--- src/rtl/asobs_pkg.sv ---
// ----------------------------------------------------------------------------
// asobs_pkg: shared types and constants of the angle/speed observer
// Widths, register indexes, controller states and the command word that the
// controller sends to the datapath.
// ----------------------------------------------------------------------------
package asobs_pkg;

	// default angle resolution, 2^ANGLE_BITS LSB per turn
	localparam int ANGLE_BITS_DEF = 16;

	// field and register widths
	localparam int GAIN_W       = 32;
	localparam int LIMIT_W      = 31;
	localparam int CFG_IDX_W    = 3;
	localparam int ANGLE_IN_W   = 16;
	localparam int ANGLE_OUT_W  = 16;
	localparam int SPEED_W      = 32;
	localparam int TRACK_W      = 32;

	// internal arithmetic widths
	localparam int INTEG_W  = 48;  // integrator, Q32.16
	localparam int HAT_W    = 48;  // clamped speed, |hat| < 2^47
	localparam int RES_W    = 63;  // saturated product, +-2^61
	localparam int UNSAT_W  = 58;  // P term (< 2^55) plus integrator
	localparam int DIFF_W   = 59;  // clamped minus unclamped speed
	localparam int OPND_W   = 64;  // multiplier operand, two 32 bit halves
	localparam int PROD_W   = 66;  // 33 x 33 signed product
	localparam int FULL_W   = 98;  // recombined product

	localparam logic [GAIN_W-1:0] SAMPLE_PERIOD_RST = 32'd214748;

	// configuration register indexes
	typedef enum logic [CFG_IDX_W-1:0] {
		CFG_PROP_GAIN     = 3'd0,
		CFG_INTEG_GAIN    = 3'd1,
		CFG_WINDUP_GAIN   = 3'd2,
		CFG_SAMPLE_PERIOD = 3'd3,
		CFG_SPEED_LIMIT   = 3'd4
	} cfg_idx_t;

	// phase of one multiply through the shared multiplier
	typedef enum logic [1:0] {
		MP_IDLE,
		MP_LO,
		MP_HI,
		MP_FIN
	} mul_phase_t;

	// gain and operand pairs fed to the multiplier
	typedef enum logic [2:0] {
		MS_KP_ERR,
		MS_KI_ERR,
		MS_KAW_DIFF,
		MS_T_DELTA,
		MS_T_HAT
	} mul_sel_t;

	// controller states
	typedef enum logic [4:0] {
		ST_IDLE,
		ST_P_LO,
		ST_P_HI,
		ST_P_FIN,
		ST_HAT,
		ST_S_LO,
		ST_S_HI,
		ST_S_FIN,
		ST_I_LO,
		ST_I_HI,
		ST_I_FIN,
		ST_W_LO,
		ST_W_HI,
		ST_W_FIN,
		ST_DELTA,
		ST_D_LO,
		ST_D_HI,
		ST_D_FIN,
		ST_INTEG,
		ST_OUT
	} state_t;

	// controller to datapath command word
	typedef struct packed {
		logic       load;      // capture sample, form wrapped error
		mul_phase_t mphase;
		mul_sel_t   msel;
		logic       hat_en;    // unclamped speed, clamp, flag
		logic       diff_en;   // clamped minus unclamped
		logic       angle_en;  // tracked angle update
		logic       keep_i;    // hold integral product
		logic       delta_en;  // integral plus anti-windup term
		logic       integ_en;  // integrator update
		logic       out_load;  // load result word
	} dp_cmd_t;

endpackage

--- src/rtl/asobs_ctrl.sv ---
// ----------------------------------------------------------------------------
// asobs_ctrl: observer sequencer
// Walks one sample through five multiplies on the shared multiplier and the
// clamp, integrator and angle updates, then hands the result word over.
// ----------------------------------------------------------------------------
module asobs_ctrl (
	input  logic                clk,
	input  logic                arst_n,
	input  logic                in_valid,
	output logic                in_ready,
	output logic                out_valid,
	input  logic                out_ready,
	output asobs_pkg::dp_cmd_t  cmd
);

	asobs_pkg::state_t state_q;
	asobs_pkg::state_t state_next;
	logic              out_valid_q;

	// state register
	always_ff @(posedge clk or negedge arst_n) begin
		if (!arst_n) begin
			state_q <= asobs_pkg::ST_IDLE;
		end else begin
			state_q <= state_next;
		end
	end

	// next state and commands
	always_comb begin
		state_next   = state_q;
		cmd          = '0;
		cmd.mphase   = asobs_pkg::MP_IDLE;
		cmd.msel     = asobs_pkg::MS_KP_ERR;
		in_ready     = 1'b0;
		case (state_q)
			asobs_pkg::ST_IDLE: begin
				in_ready = 1'b1;
				if (in_valid) begin
					cmd.load   = 1'b1;
					state_next = asobs_pkg::ST_P_LO;
				end
			end
			// proportional term
			asobs_pkg::ST_P_LO: begin
				cmd.mphase = asobs_pkg::MP_LO;
				state_next = asobs_pkg::ST_P_HI;
			end
			asobs_pkg::ST_P_HI: begin
				cmd.mphase = asobs_pkg::MP_HI;
				state_next = asobs_pkg::ST_P_FIN;
			end
			asobs_pkg::ST_P_FIN: begin
				cmd.mphase = asobs_pkg::MP_FIN;
				state_next = asobs_pkg::ST_HAT;
			end
			asobs_pkg::ST_HAT: begin
				cmd.hat_en = 1'b1;
				state_next = asobs_pkg::ST_S_LO;
			end
			// angle step, period times clamped speed
			asobs_pkg::ST_S_LO: begin
				cmd.mphase  = asobs_pkg::MP_LO;
				cmd.msel    = asobs_pkg::MS_T_HAT;
				cmd.diff_en = 1'b1;
				state_next  = asobs_pkg::ST_S_HI;
			end
			asobs_pkg::ST_S_HI: begin
				cmd.mphase = asobs_pkg::MP_HI;
				cmd.msel   = asobs_pkg::MS_T_HAT;
				state_next = asobs_pkg::ST_S_FIN;
			end
			asobs_pkg::ST_S_FIN: begin
				cmd.mphase = asobs_pkg::MP_FIN;
				cmd.msel   = asobs_pkg::MS_T_HAT;
				state_next = asobs_pkg::ST_I_LO;
			end
			// integral term; angle update rides along
			asobs_pkg::ST_I_LO: begin
				cmd.mphase   = asobs_pkg::MP_LO;
				cmd.msel     = asobs_pkg::MS_KI_ERR;
				cmd.angle_en = 1'b1;
				state_next   = asobs_pkg::ST_I_HI;
			end
			asobs_pkg::ST_I_HI: begin
				cmd.mphase = asobs_pkg::MP_HI;
				cmd.msel   = asobs_pkg::MS_KI_ERR;
				state_next = asobs_pkg::ST_I_FIN;
			end
			asobs_pkg::ST_I_FIN: begin
				cmd.mphase = asobs_pkg::MP_FIN;
				cmd.msel   = asobs_pkg::MS_KI_ERR;
				state_next = asobs_pkg::ST_W_LO;
			end
			// anti-windup term
			asobs_pkg::ST_W_LO: begin
				cmd.mphase = asobs_pkg::MP_LO;
				cmd.msel   = asobs_pkg::MS_KAW_DIFF;
				cmd.keep_i = 1'b1;
				state_next = asobs_pkg::ST_W_HI;
			end
			asobs_pkg::ST_W_HI: begin
				cmd.mphase = asobs_pkg::MP_HI;
				cmd.msel   = asobs_pkg::MS_KAW_DIFF;
				state_next = asobs_pkg::ST_W_FIN;
			end
			asobs_pkg::ST_W_FIN: begin
				cmd.mphase = asobs_pkg::MP_FIN;
				cmd.msel   = asobs_pkg::MS_KAW_DIFF;
				state_next = asobs_pkg::ST_DELTA;
			end
			asobs_pkg::ST_DELTA: begin
				cmd.delta_en = 1'b1;
				state_next   = asobs_pkg::ST_D_LO;
			end
			// integrator increment, period times delta
			asobs_pkg::ST_D_LO: begin
				cmd.mphase = asobs_pkg::MP_LO;
				cmd.msel   = asobs_pkg::MS_T_DELTA;
				state_next = asobs_pkg::ST_D_HI;
			end
			asobs_pkg::ST_D_HI: begin
				cmd.mphase = asobs_pkg::MP_HI;
				cmd.msel   = asobs_pkg::MS_T_DELTA;
				state_next = asobs_pkg::ST_D_FIN;
			end
			asobs_pkg::ST_D_FIN: begin
				cmd.mphase = asobs_pkg::MP_FIN;
				cmd.msel   = asobs_pkg::MS_T_DELTA;
				state_next = asobs_pkg::ST_INTEG;
			end
			asobs_pkg::ST_INTEG: begin
				cmd.integ_en = 1'b1;
				state_next   = asobs_pkg::ST_OUT;
			end
			// wait for a free output register
			asobs_pkg::ST_OUT: begin
				if (!out_valid_q || out_ready) begin
					cmd.out_load = 1'b1;
					state_next   = asobs_pkg::ST_IDLE;
				end
			end
			default: begin
				state_next = asobs_pkg::ST_IDLE;
			end
		endcase
	end

	// output word valid
	always_ff @(posedge clk or negedge arst_n) begin
		if (!arst_n) begin
			out_valid_q <= 1'b0;
		end else if (cmd.out_load) begin
			out_valid_q <= 1'b1;
		end else if (out_ready) begin
			out_valid_q <= 1'b0;
		end
	end

	assign out_valid = out_valid_q;

	// multiply phases run strictly lo, hi, fin
	a_hi_after_lo: assert property (@(posedge clk) disable iff (!arst_n)
		(cmd.mphase == asobs_pkg::MP_HI) |-> ($past(cmd.mphase) == asobs_pkg::MP_LO))
		else $error("multiply hi phase without lo phase");

	a_fin_after_hi: assert property (@(posedge clk) disable iff (!arst_n)
		(cmd.mphase == asobs_pkg::MP_FIN) |-> ($past(cmd.mphase) == asobs_pkg::MP_HI))
		else $error("multiply fin phase without hi phase");

	a_load_presents: assert property (@(posedge clk) disable iff (!arst_n)
		cmd.out_load |=> (out_valid_q && (state_q == asobs_pkg::ST_IDLE)))
		else $error("result load did not present a word");

endmodule

--- config.mk ---
export PLATFORM = sky130hd
export DESIGN_NAME = asobs_ctrl
export DESIGN_NICKNAME = d
export VERILOG_FILES = /design/src/rtl/asobs_pkg.sv /design/src/rtl/asobs_ctrl.sv
export SDC_FILE = /design/constraint.sdc
export NUM_CORES = 1
export LEC_CHECK = 0
export BUFFER_PORTS_ARGS = -buffer_cell sky130_fd_sc_hd__buf_2
export CORE_MARGIN = 2
export CORE_UTILIZATION = 35
export CTS_CLUSTER_DIAMETER = 60
export CTS_CLUSTER_SIZE = 24
export DETAILED_ROUTE_END_ITERATION = 12
export PLACE_DENSITY = 0.64
export SLEW_MARGIN = 20
export SYNTH_ARGS = -nofsm -noshare
export SYNTH_HDL_FRONTEND = slang
export SYNTH_SLANG_ARGS = --single-unit
--- constraint.sdc ---
create_clock -name clk -period 2.2 [get_ports clk]
set_input_delay 0.11 -clock clk [delete_from_list [all_inputs] [get_ports clk]]
set_output_delay 0.11 -clock clk [all_outputs]
set_load 0.03 [all_outputs]
==> summary.txt, run 1 <==
Timing
  • Final period utilization: 0.8064
  • Max-slew violation count: 0
  • F_max: 563.7 MHz
  • Worst-Margin Slew: 514.3 ps
  • Slew margin rel.: 0.6571
  • Clock Skew: 2.978 ps
  • Post-route setup TNS: 0 ps
  • Hold Vio Cnt, Final: 0
  • Setup WS post-layout: approximately 430 ps
  • Unrepaired setup endpoints after global routing: false
  • # setup viols final: 0
  • Clock period minus worst slack: roughly 1800 ps

Cells and area
  • Non-filler instance count after layout: between 90 and 100
  • Final Util: 0.4328
  • Most frequent cells in the layout: buf_2 (18), nor2_1 (8), nand2_1 (6), dfrtp_1 (6)
  • Most common cell after layout, fill and taps aside: buf_2
  • Antenna cell count: 0
  • Layout area overhead: 16.78%
  • Layout cells sized above 1: 0.3625
  • Nets: 86

Detailed routing
  • Post-Route WL: between 1 and 1.5 mm
  • Drt drc: 0
  • Via count: roughly 500
  • 1st-pass router iterations: 3
  • Drt via density: roughly 5.2
  • DR WL/cell: around 11 µm
  • DRT iter0 DRCs: 4
  • Post-route ant nets: 0

Logic synthesis
  • Main synth FF type: dfrtp_1
  • EDFF count, synth: 0
  • Ys async rst share: 1.000
  • Syn Nets: 68
  • Library cells used by synthesis: 36
  • Synth warnings: 0
  • Post-synthesis cell area: 551.8 µm²
  • Yosys reg bits: 6
  • Post-synthesis sequential area ratio: 0.2721
  • Synthesized area per cell: 8.622 µm²
  • Syn Inst Count: 64

Power and ir drop
  • Final Power: around 1.1 mW
  • PD cells: approximately 1800 mW/mm²
  • Pleak: 0.3429 nW
  • Maximum vdd drop: 0.7790 mV

Run
  • Max cap viols: 0

GRT
  • GRT Total Usage: 0.1320
  • GRT overflow: 0
  • Vias in the first global route: roughly 440
  • First-pass GRT wire length: 1.897 mm
  • Antenna violations before repair: 0
  • Largest net degree at the start of global routing: 18

Clocking
  • Sink Count: 6
  • CTS tree: yes
  • # resized after CTS: 0
  • Setup Buffers After CTS: 0
  • Root Buffer Master: clkbuf_4
  • H-tree depth: 1
  • Clock buffer depth: 2
  • Clk_lat worst skew: 240 ps
  • TritonCTS buffer count: 3
  • Clock slew at reported path FFs: 40 ps

Critical path
  • Worst path max stage delay: about 660 ps
  • Critical path startpoint category: flip-flop
  • Crit path DAT: approximately 1700 ps
  • CP Class: reg2out
  • Critical Path Fanout Max: 16
  • Critical-path top delay cell: dfrtp_1
  • Crit path capture type: primary output
  • Worst-path cell chain: nor3b_4, nand3_2, nor2_1, buf_2
  • Critical Path RT: approximately 2100 ps

Placed design
  • Dpl hpwl: 796.9 µm
  • Gpl congestion: about 0.74
  • Port Buf Inserts: 18
  • DP Cell Count: 92
  • Post-place setup slack: about 680 ps

Floorplan
  • Chip height: approximately 44 µm
  • Die Area: 0.001910 mm²
  • Initial Util: 0.3706
  • Die width: around 44 µm
  • Num rows: 14
  • Core ar.: 0.001489 mm²
  • Io pins: 19

Run status
  • Status: complete, no violations

Worst hold path
  • Hold crit path type: in2reg
-- report_power, final --
group | switching (mW) | internal [mW]
clock network | 0.0367 | 0.0615
logic | 0.434 | 0.279
registers | 0.177 | 0.156
-- cell type report --
class                      instances  area [µm²]
tap                               16       20.02
fill                             157       844.6
timing repair buffer              19       100.1
sequential                         6       150.1
multi-input combinational         51       347.8
clock buffer                       3       22.52
inverter                           1       3.754
-- per-layer routing --
layer | up-vias | track usage | wire length [µm]
met5 | - | 0 | 0
met4 | 0 | 0.07273 | 0
met3 | 0 | 0.02500 | 64
met2 | 12 | 0.1824 | 484
met1 | 224 | 0.1912 | 537
li1 | 262 | - | -
-- cells in the mapped netlist (2+ instances only) --
library cell	n	area (µm²)
buf_4	3	22.52
buf_6	2	22.52
and2b_1	2	15.01
a21oi_1	3	15.01
nor3_1	3	15.01
and3b_1	2	17.52
nand2_1	6	22.52
o21ai_1	3	15.01
nor2_1	8	30.03
dfrtp_1	6	150.1
-- stage by stage --
step           instance area (µm²)  hold slack, ps
2_1_floorplan                551.8          -185.6
3_3_place_gp                 611.8          -59.17
3_5_place_dp                 611.8          -57.60
4_1_cts                      644.4           168.1
5_1_grt                      644.4           205.7
6_report                     644.4           174.5
-- kinds of logic (layout without fill, tap and decap cells) --
kind of cell / count (synthesis) / after routing / synth area share
DFF: 6 / 6 / 0.2721
buffers and inverters: 7 / 23 / 0.09748
muxes: 1 / 1 / 0.01814
AOI/OAI and AO/OA: 14 / 14 / 0.1950
and+or+nand+nor: 34 / 34 / 0.3855
xor gates and xnor gates: 2 / 2 / 0.03175
-- critical path, delay by kind of cell, from the launching register on --
family / cells / cell delay (ps)
buffers and inverters: 1 / 200
flip-flops: 1 / 660
AND/OR/NAND/NOR: 3 / 570
-- state kept, by name, summed over array words and instances, names as in the netlist --
name	flops
state_q	5
out_valid	1
-- worst paths after layout --
check	start	to	slack [ps]	cells past startpoint
min	out_ready	out_valid$_DFFE_PN0P_	170	3
max in group asynchronous	arst_n	state_q[1]$_DFFE_PN0P_	1840	2
min reg2reg	out_valid$_DFFE_PN0P_	out_valid$_DFFE_PN0P_	540	2
min in group asynchronous	arst_n	state_q[4]$_DFFE_PN0P_	210	2
max reg2reg	state_q[4]$_DFFE_PN0P_	state_q[0]$_DFFE_PN0P_	880	3
max	state_q[4]$_DFFE_PN0P_	cmd[0]	430	4
-- what timing repair did --
action	4_1_cts	5_1_grt
hold buffers	1	0
hold endpoints to repair	6	0
setup endpoints to repair	0	0
(Power assumes the default switching activity.)
==> run 2: changes to the inputs <==
Settings changed: ABC_AREA set to 1, PLACE_DENSITY 0.64 to 0.67.
Clock period 2.2 ns to 1.5 ns, I/O delays scaled along.
==> run 2 against run 1 <==
Net effect: utilization increased by 19 points; critical endpoint is now cmd[8]; the run now ends with negative setup slack left; highest routed layer is now met4; count of clock-buffer cells in the layout unchanged; die area decreased by 3.7%; sequential power increased by 5%; clock power increased by 44%; via count increased by 52%.
==> summary.txt, run 2 <==
Run status
  • Status: finished with violations (was complete, no violations)
  • Failing checks: negative setup slack

Cells and area
  • Layout cells sized above 1: 0.5952 (was 0.3625)
  • Max reg flops: 5 (unchanged)
  • Nets: 132 (was 86)
  • Fill cell count: 121 (was 157)
  • Design Area, Final: 912.1 µm² (was 644.4 µm²)
  • Top reg by flops: state_q (unchanged)
  • Antenna cell count: 0 (unchanged)
  • Layout area overhead: 72.34% (was 16.78%)
  • Most common cell after layout, fill and taps aside: nand2_1 (was buf_2)
  • Most frequent cells in the layout: nand2_1 (16), inv_1 (11), nor2_2 (10), buf_2 (10), buf_4 (10) (was buf_2 (18), nor2_1 (8), nand2_1 (6), dfrtp_1 (6))

Critical path
  • WP depth: 6 (was 4)
  • Critical Path Fanout Max: 5 (was 16)
  • Worst-path cell chain: nand2_2, buf_4, nor2_2, a21oi_2, nand4_1, buf_2 (was nor3b_4, nand3_2, nor2_1, buf_2)
  • Critical Path End: cmd[8] (was cmd[0])
  • Critical path startpoint category: flip-flop (unchanged)
  • Worst Path Buf+Inv: 2 (was 1)
  • Delay-heaviest family, CP: flip-flops (unchanged)
  • Crit path DAT: 1470 ps (was 1660 ps)
  • CP Class: reg2out (unchanged)
  • R2R Path Start: state_q[3]$_DFFE_PN0P_ (was state_q[4]$_DFFE_PN0P_)
  • Critical Path RT: 1420 ps (was 2090 ps)
  • Reg2reg end: state_q[0]$_DFFE_PN0P_ (unchanged)
  • Worst path max stage delay: 460 ps (was 660 ps)
  • Critical-path top delay cell: dfrtp_2 (was dfrtp_1)
  • FF-to-FF setup slack: 50 ps (was 880 ps)
  • Cells on worst reg2reg path: 11 (was 3)
  • Crit path capture type: primary output (unchanged)
  • CP startpoint: state_q[0]$_DFFE_PN0P_ (was state_q[4]$_DFFE_PN0P_)

Logic synthesis
  • Synth warnings: 0 (unchanged)
  • Top-area cell type share of the netlist area: 0.2837 (was 0.2721)
  • EDFF count, synth: 0 (unchanged)
  • Main synth FF type: dfrtp_1 (unchanged)
  • Library cells used by synthesis: 14 (was 36)
  • Post-synthesis cell area: 529.3 µm² (was 551.8 µm²)
  • Yosys reg bits: 6 (unchanged)
  • Syn Nets: 98 (was 68)
  • Synth top cells by count: nand2_1 (24), nor2_1 (19), nand3_1 (14) (was nor2_1 (8), dfrtp_1 (6), nand2_1 (6))
  • Ys async rst share: 1.000 (unchanged)
  • Synthesized area per cell: 5.630 µm² (was 8.622 µm²)
  • Area leader, netlist: dfrtp_1 (unchanged)
  • Syn Inst Count: 94 (was 64)
  • Count leader, synth: nand2_1 (was nor2_1)
  • Post-synthesis sequential area ratio: 0.2837 (was 0.2721)
  • Top post-synthesis cells by area: dfrtp_1 (28%), nand2_1 (17%), nor2_1 (13%) (was dfrtp_1 (27%), nor2_1 (5.4%), buf_4 (4.1%))

Floorplan
  • Core ar.: 0.001454 mm² (was 0.001489 mm²)
  • Initial Util: 0.3640 (was 0.3706)
  • Die width: 42.89 µm (was 43.71 µm)
  • Chip height: 42.89 µm (was 43.71 µm)
  • Io pins: 19 (unchanged)
  • Num rows: 14 (unchanged)
  • Die Area: 0.001839 mm² (was 0.001910 mm²)

Clocking
  • Clk_lat worst skew: 230 ps (was 240 ps)
  • H-tree depth: 1 (unchanged)
  • Sink Count: 6 (unchanged)
  • Clock slew at reported path FFs: 40 ps (about the same)
  • CTS tree: yes (unchanged)
  • Root Buffer Master: clkbuf_4 (unchanged)
  • Clock buffer depth: 2 (unchanged)
  • TritonCTS buffer count: 3 (unchanged)

Timing
  • Setup WS post-layout: -40.80 ps (was 426.0 ps)
  • F_max: approximately 650 MHz
  • # setup viols final: 4 (was 0)
  • Final period utilization: 1.027
  • Unrepaired setup endpoints after global routing: true (was false)
  • Clock period minus worst slack: 1541 ps
  • Clock Skew: 4.302 ps (was 2.978 ps)
  • Hold Slack: 139.6 ps (was 174.5 ps)
  • Hold Vio Cnt, Final: 0 (unchanged)
  • Slew margin rel.: 0.8317 (was 0.6571)
  • Worst-Margin Slew: 251.0 ps (was 514.3 ps)
  • Max-slew violation count: 0 (unchanged)

Placed design
  • Dpl hpwl: 1.108 mm (was 796.9 µm)
  • Port Buf Inserts: 18 (unchanged)
  • Cell area after placement: 649.4 µm² (was 611.8 µm²)
  • Gpl congestion: 0.8982 (was 0.7415)

GRT
  • First-pass GRT wire length: 2.539 mm (was 1.897 mm)
  • Largest net degree at the start of global routing: 8 (was 18)
  • GRT Total Usage: 0.1803 (was 0.1320)
  • Vias in the first global route: 592 (was 435)
  • Antenna violations before repair: 0 (unchanged)
  • GRT overflow: 0 (unchanged)

Detailed routing
  • DR WL/cell: 13.10 µm (was 11.32 µm)
  • Post-route ant nets: 0 (unchanged)
  • Post-Route WL: 1.860 mm (was 1.087 mm)
  • Drt via density: 5.345 (was 5.188)
  • DRT iter0 DRCs: 30 (was 4)
  • 1st-pass router iterations: 4 (was 3)
  • Drt drc: 0 (unchanged)
  • Via count: 759 (was 498)

Worst hold path
  • Hold crit path type: in2reg (unchanged)
  • WHS Path Cells: 4 (was 3)

Run
  • Max cap viols: 0 (unchanged)

Power and ir drop
  • PD cells: 2450 mW/mm² (was 1777 mW/mm²)
  • Maximum vdd drop: 1.117 mV (was 0.7790 mV)
  • Pleak: 0.5317 nW (was 0.3429 nW)
[run 2: cell types whose count changed in the layout (fill, tap and decap cells not counted), sizes merged, moves of 4 or more]
cell   delta
nand2    +19
buf       +8
o21ai     -4
nor2     +14
inv      +18
nand3    +12
[run 2: report_power, final]
part	switching [mW]	internal, mW
clock	0.0508	0.0900
sequential	0.117	0.231
combinational	1.08	0.665
total	1.25	0.986
[run 2: routing by layer]
metal	global-route usage	share of wire	vias to the layer above
met2	0.3061	0.50	25
li1	-	-	354
met1	0.2225	0.41	370
met5	0	0	-
met3	0.01277	0.044	10
met4	0.1000	0.047	0
[run 2: cell families (layout without fill, tap and decap cells)]
group,after synthesis,count (layout),synth area share
AOI/OAI and AO/OA,5,5,0.06383
and+or+nand+nor,64,64,0.5177
DFF,6,6,0.2837
buffers and inverters,19,51,0.1348
[run 2: how the worst min path moves through the flow]
stage	to	startpoint	slack [ps]
final	out_valid$_DFFE_PN0P_	out_ready	140
after global routing	out_valid$_DFFE_PN0P_	out_ready	170
after CTS	out_valid$_DFFE_PN0P_	out_ready	130
after detailed placement	state_q[4]$_DFFE_PN0P_	arst_n	-100
after global placement	out_valid$_DFFE_PN0P_	arst_n	-100
after floorplan	out_valid$_DFFE_PN0P_	arst_n	-220
[run 2: cell type report]
cell class	instances	area (µm²)	share of cell area
Clock buffer	3	22.52	0.02469
Inverter	19	76.32	0.08368
Multi-Input combinational cell	69	421.7	0.4623
Sequential cell	6	153.9	0.1687
Tap cell	16	20.02	0.02195
Timing Repair Buffer	29	217.7	0.2387
[run 2: what timing repair did]
action | in CTS | in global routing
endpoints found under the setup margin | 6 | 11
hold buffers | 1 | 0
pin swaps | 6 | 8
setup buffers | 3 | 6
resized for setup | 19 | 38
hold endpoints to repair | 6 | 0
[run 2: worst register-to-register path, cell delays in order, from the launching register on]
cell	delay (ps)
dfrtp_1	380
buf_6	130
nor2_4	160
buf_6	130
nand2_1	50
nand2_1	80
nor2_2	50
buf_4	130
buf_4	120
nand2_2	60
nand2_2	50
nand2_2	50
[run 2: metrics by stage]
| step | worst slack, ps | instances | utilization | total power, mW | TNS, ps |
|---|---|---|---|---|---|
| floorplan | 76.45 | 94 | - | 1.193 | 0 |
| global placement | 143.5 | 129 | 0.4466 | 1.506 | 0 |
| global route | -81.26 | 142 | 0.6274 | 2.358 | -437.2 |
| finish | -40.80 | 142 | 0.6274 | 2.234 | -103.5 |
| detailed placement | 102.7 | 129 | 0.4466 | 1.505 | 0 |
| CTS | -16.10 | 136 | 0.5258 | 1.882 | -24.08 |
==> run 3: changes to the inputs <==
Settings changed: ABC_AREA 1 to 0, BUFFER_PORTS_ARGS -buffer_cell sky130_fd_sc_hd__buf_2 to -buffer_cell sky130_fd_sc_hd__buf_4, PLACE_DENSITY 0.67 to 0.66, RECOVER_POWER set to 50.
==> run 3 against run 2 <==
Net effect: the flow now finishes without violations; utilization fell by 3.2 points; via count fell by 18%; hold slack improved by 17 ps; critical path type unchanged; sequential power rose by 10%; count of clock-buffer cells in the layout did not move; worst setup slack improved by 66 ps; die area rose by 3.9%; register-to-register slack improved by 170 ps; global-route usage fell by 2.2 points; clock skew fell by 2.4 ps.
==> summary.txt, run 3 (synthesis gave the netlist of run 1 again) <==
Run status
  • Status: complete, no violations (was finished with violations)

Power and ir drop
  • Pleak: 0.4385 nW (was 0.5317 nW)
  • PD cells: 2598 mW/mm² (was 2450 mW/mm²)
  • Final Power: 2.305 mW (was 2.234 mW)
  • Maximum vdd drop: 1.333 mV (was 1.117 mV)

Floorplan
  • Core ar.: 0.001489 mm² (was 0.001454 mm²)
  • Die width: 43.71 µm (was 42.89 µm)
  • Die Area: 0.001910 mm² (was 0.001839 mm²)
  • Initial Util: 0.3706 (was 0.3640)
  • Chip height: 43.71 µm (was 42.89 µm)
  • Io pins: 19 (unchanged)
  • Num rows: 14 (unchanged)

Critical path
  • Most used cell, CP: buf_6
  • Worst-path cell chain: buf_6, nor3b_2, a21oi_1, o22ai_2, buf_6 (was nand2_2, buf_4, nor2_2, a21oi_2, nand4_1, buf_2)
  • CP Class: reg2out (unchanged)
  • Critical Path Fanout Max: 7 (was 5)
  • Crit path DAT: 1400 ps (was 1470 ps)
  • Cells on worst reg2reg path: 4 (was 11)
  • Critical Path RT: 1420 ps (about the same)
  • Worst path max stage delay: 460 ps (about the same)
  • Crit path capture type: primary output (unchanged)
  • Critical path startpoint category: flip-flop (unchanged)
  • Reg2reg end: state_q[0]$_DFFE_PN0P_ (unchanged)
  • FF-to-FF setup slack: 220 ps (was 50 ps)
  • R2R Path Start: state_q[3]$_DFFE_PN0P_ (unchanged)
  • Critical-path top delay cell: dfrtp_2 (unchanged)

Detailed routing
  • Drt drc: 0 (unchanged)
  • DR WL/cell: 13.96 µm (was 13.10 µm)
  • Post-Route WL: 1.591 mm (was 1.860 mm)
  • DRT iter0 DRCs: 9 (was 30)
  • 1st-pass router iterations: 4 (unchanged)
  • Post-route ant nets: 0 (unchanged)
  • Drt via density: 5.456 (was 5.345)
  • Via count: 622 (was 759)

Clocking
  • Clk_lat worst skew: 240 ps (was 230 ps)
  • Clock buffer depth: 2 (unchanged)
  • CTS tree: yes (unchanged)
  • Root Buffer Master: clkbuf_4 (unchanged)
  • Clock slew at reported path FFs: 40 ps (about the same)
  • H-tree depth: 1 (unchanged)
  • TritonCTS buffer count: 3 (unchanged)
  • Sink Count: 6 (unchanged)

Timing
  • Slew margin rel.: 0.7620 (was 0.8317)
  • Clock Skew: 1.890 ps (was 4.302 ps)
  • Max-slew violation count: 0 (unchanged)
  • Setup WS post-layout: 25.47 ps (was -40.80 ps)
  • Worst-Margin Slew: 358.5 ps (was 251.0 ps)
  • Clock period minus worst slack: 1475 ps (was 1541 ps)
  • Hold Vio Cnt, Final: 0 (unchanged)
  • # setup viols final: 0 (was 4)
  • Unrepaired setup endpoints after global routing: true (unchanged)
  • F_max: 678.2 MHz (was 649.0 MHz)
  • Final period utilization: 0.9830 (was 1.027)

Cells and area
  • Fill cell count: 141 (was 121)
  • Max reg flops: 5 (unchanged)
  • Layout area overhead: 60.77% (was 72.34%)
  • Layout cells sized above 1: 0.5816 (was 0.5952)
  • Final Util: 0.5958 (was 0.6274)
  • Top reg by flops: state_q (unchanged)
  • Most frequent cells in the layout: buf_4 (25), buf_6 (7), nor2_1 (6), nand2_1 (5), dfrtp_2 (5) (was nand2_1 (16), inv_1 (11), nor2_2 (10), buf_2 (10), buf_4 (10))
  • Nets: 104 (was 132)
  • Antenna cell count: 0 (unchanged)
  • Most common cell after layout, fill and taps aside: buf_4 (was nand2_1)

GRT
  • GRT overflow: 0 (unchanged)
  • Largest net degree at the start of global routing: 14 (was 8)
  • GRT Total Usage: 0.1581 (was 0.1803)
  • Antenna violations before repair: 0 (unchanged)
  • First-pass GRT wire length: 2.256 mm (was 2.539 mm)
  • Vias in the first global route: 549 (was 592)

Placed design
  • Dpl hpwl: 975.1 µm (was 1.108 mm)
  • Port Buf Inserts: 18 (unchanged)
  • Gpl congestion: 0.7743 (was 0.8982)
  • Post-place setup slack: 140.7 ps (was 102.7 ps)

Run
  • Max cap viols: 0 (unchanged)

Worst hold path
  • WHS Path Cells: 3 (was 4)
  • WHS Endpoint: out_valid$_DFFE_PN0P_ (unchanged)
  • Hold crit path type: in2reg (unchanged)
  • Worst Hold Launch: out_ready (unchanged)
==> run 3: cell types whose count changed in the layout (fill, tap and decap cells not counted), sizes merged, moves of 2 or more <==
| cell | delta |
|---|---|
| nor3b | +2 |
| o21ai | +4 |
| nor3 | +2 |
| buf | +7 |
| and2b | +2 |
| nand2 | -19 |
| inv | -18 |
| nand3 | -12 |
| nor2 | -14 |
| and3b | +2 |
==> run 3: power by group <==
group	internal, mW	switching (mW)
logic	0.838	0.943
clock network	0.0900	0.0510
registers	0.245	0.138
total	1.17	1.13
==> run 3: how the worst max path moves through the flow <==
stage	endpoint	slack, ps	cells past startpoint	start
final	cmd[11]	30	5	state_q[4]$_DFFE_PN0P_
after global routing	cmd[12]	-40	5	state_q[1]$_DFFE_PN0P_
after CTS	cmd[10]	-9	3	state_q[3]$_DFFE_PN0P_
after detailed placement	cmd[12]	140	4	state_q[3]$_DFFE_PN0P_
after global placement	cmd[12]	160	4	state_q[3]$_DFFE_PN0P_
after floorplan	cmd[4]	70	4	state_q[2]$_DFFE_PN0P_
==> run 3: per-stage QoR <==
step	instances	hold slack (ps)	setup TNS, ps	area [µm²]
2_1_floorplan	64	-220.6	0	558.0
3_3_place_gp	96	-114.2	0	693.2
3_5_place_dp	96	-113.2	0	693.2
4_1_cts	102	152.3	-9.160	750.7
5_1_grt	114	173.7	-119.1	887.1
6_report	114	156.9	0	887.1
==> run 3: layout make-up <==
cell class | count | area, µm² | area share
Multi-Input combinational cell | 51 | 375.4 | 0.4231
Timing Repair Buffer | 37 | 309.0 | 0.3484
Sequential cell | 6 | 156.4 | 0.1763
Clock buffer | 3 | 22.52 | 0.02539
Tap cell | 16 | 20.02 | 0.02257
Inverter | 1 | 3.754 | 0.004231
==> run 3: routing by layer <==
| layer | wire length, µm | track usage | vias to the layer above |
|---|---|---|---|
| met2 | 805 | 0.2647 | 23 |
| met5 | 0 | 0 | - |
| li1 | - | - | 296 |
| met4 | 8 | 0.08485 | 0 |
| met3 | 85 | 0.04583 | 2 |
| met1 | 693 | 0.1795 | 301 |
==> run 3: worst max-delay path: cells and delay by family, from the launching register on <==
kind	cells	cell delay (ps)
compound gates	2	210
buf+inv	2	310
flops	1	460
simple gates	1	190
==> run 3: repair_timing <==
item                                    CTS  global route
endpoints found under the hold margin     6             0
pin swaps                                 0             7
hold buffers                              1             0
buffers inserted                          2            12
gates resized for setup                   5            18
endpoints found under the setup margin    9             7
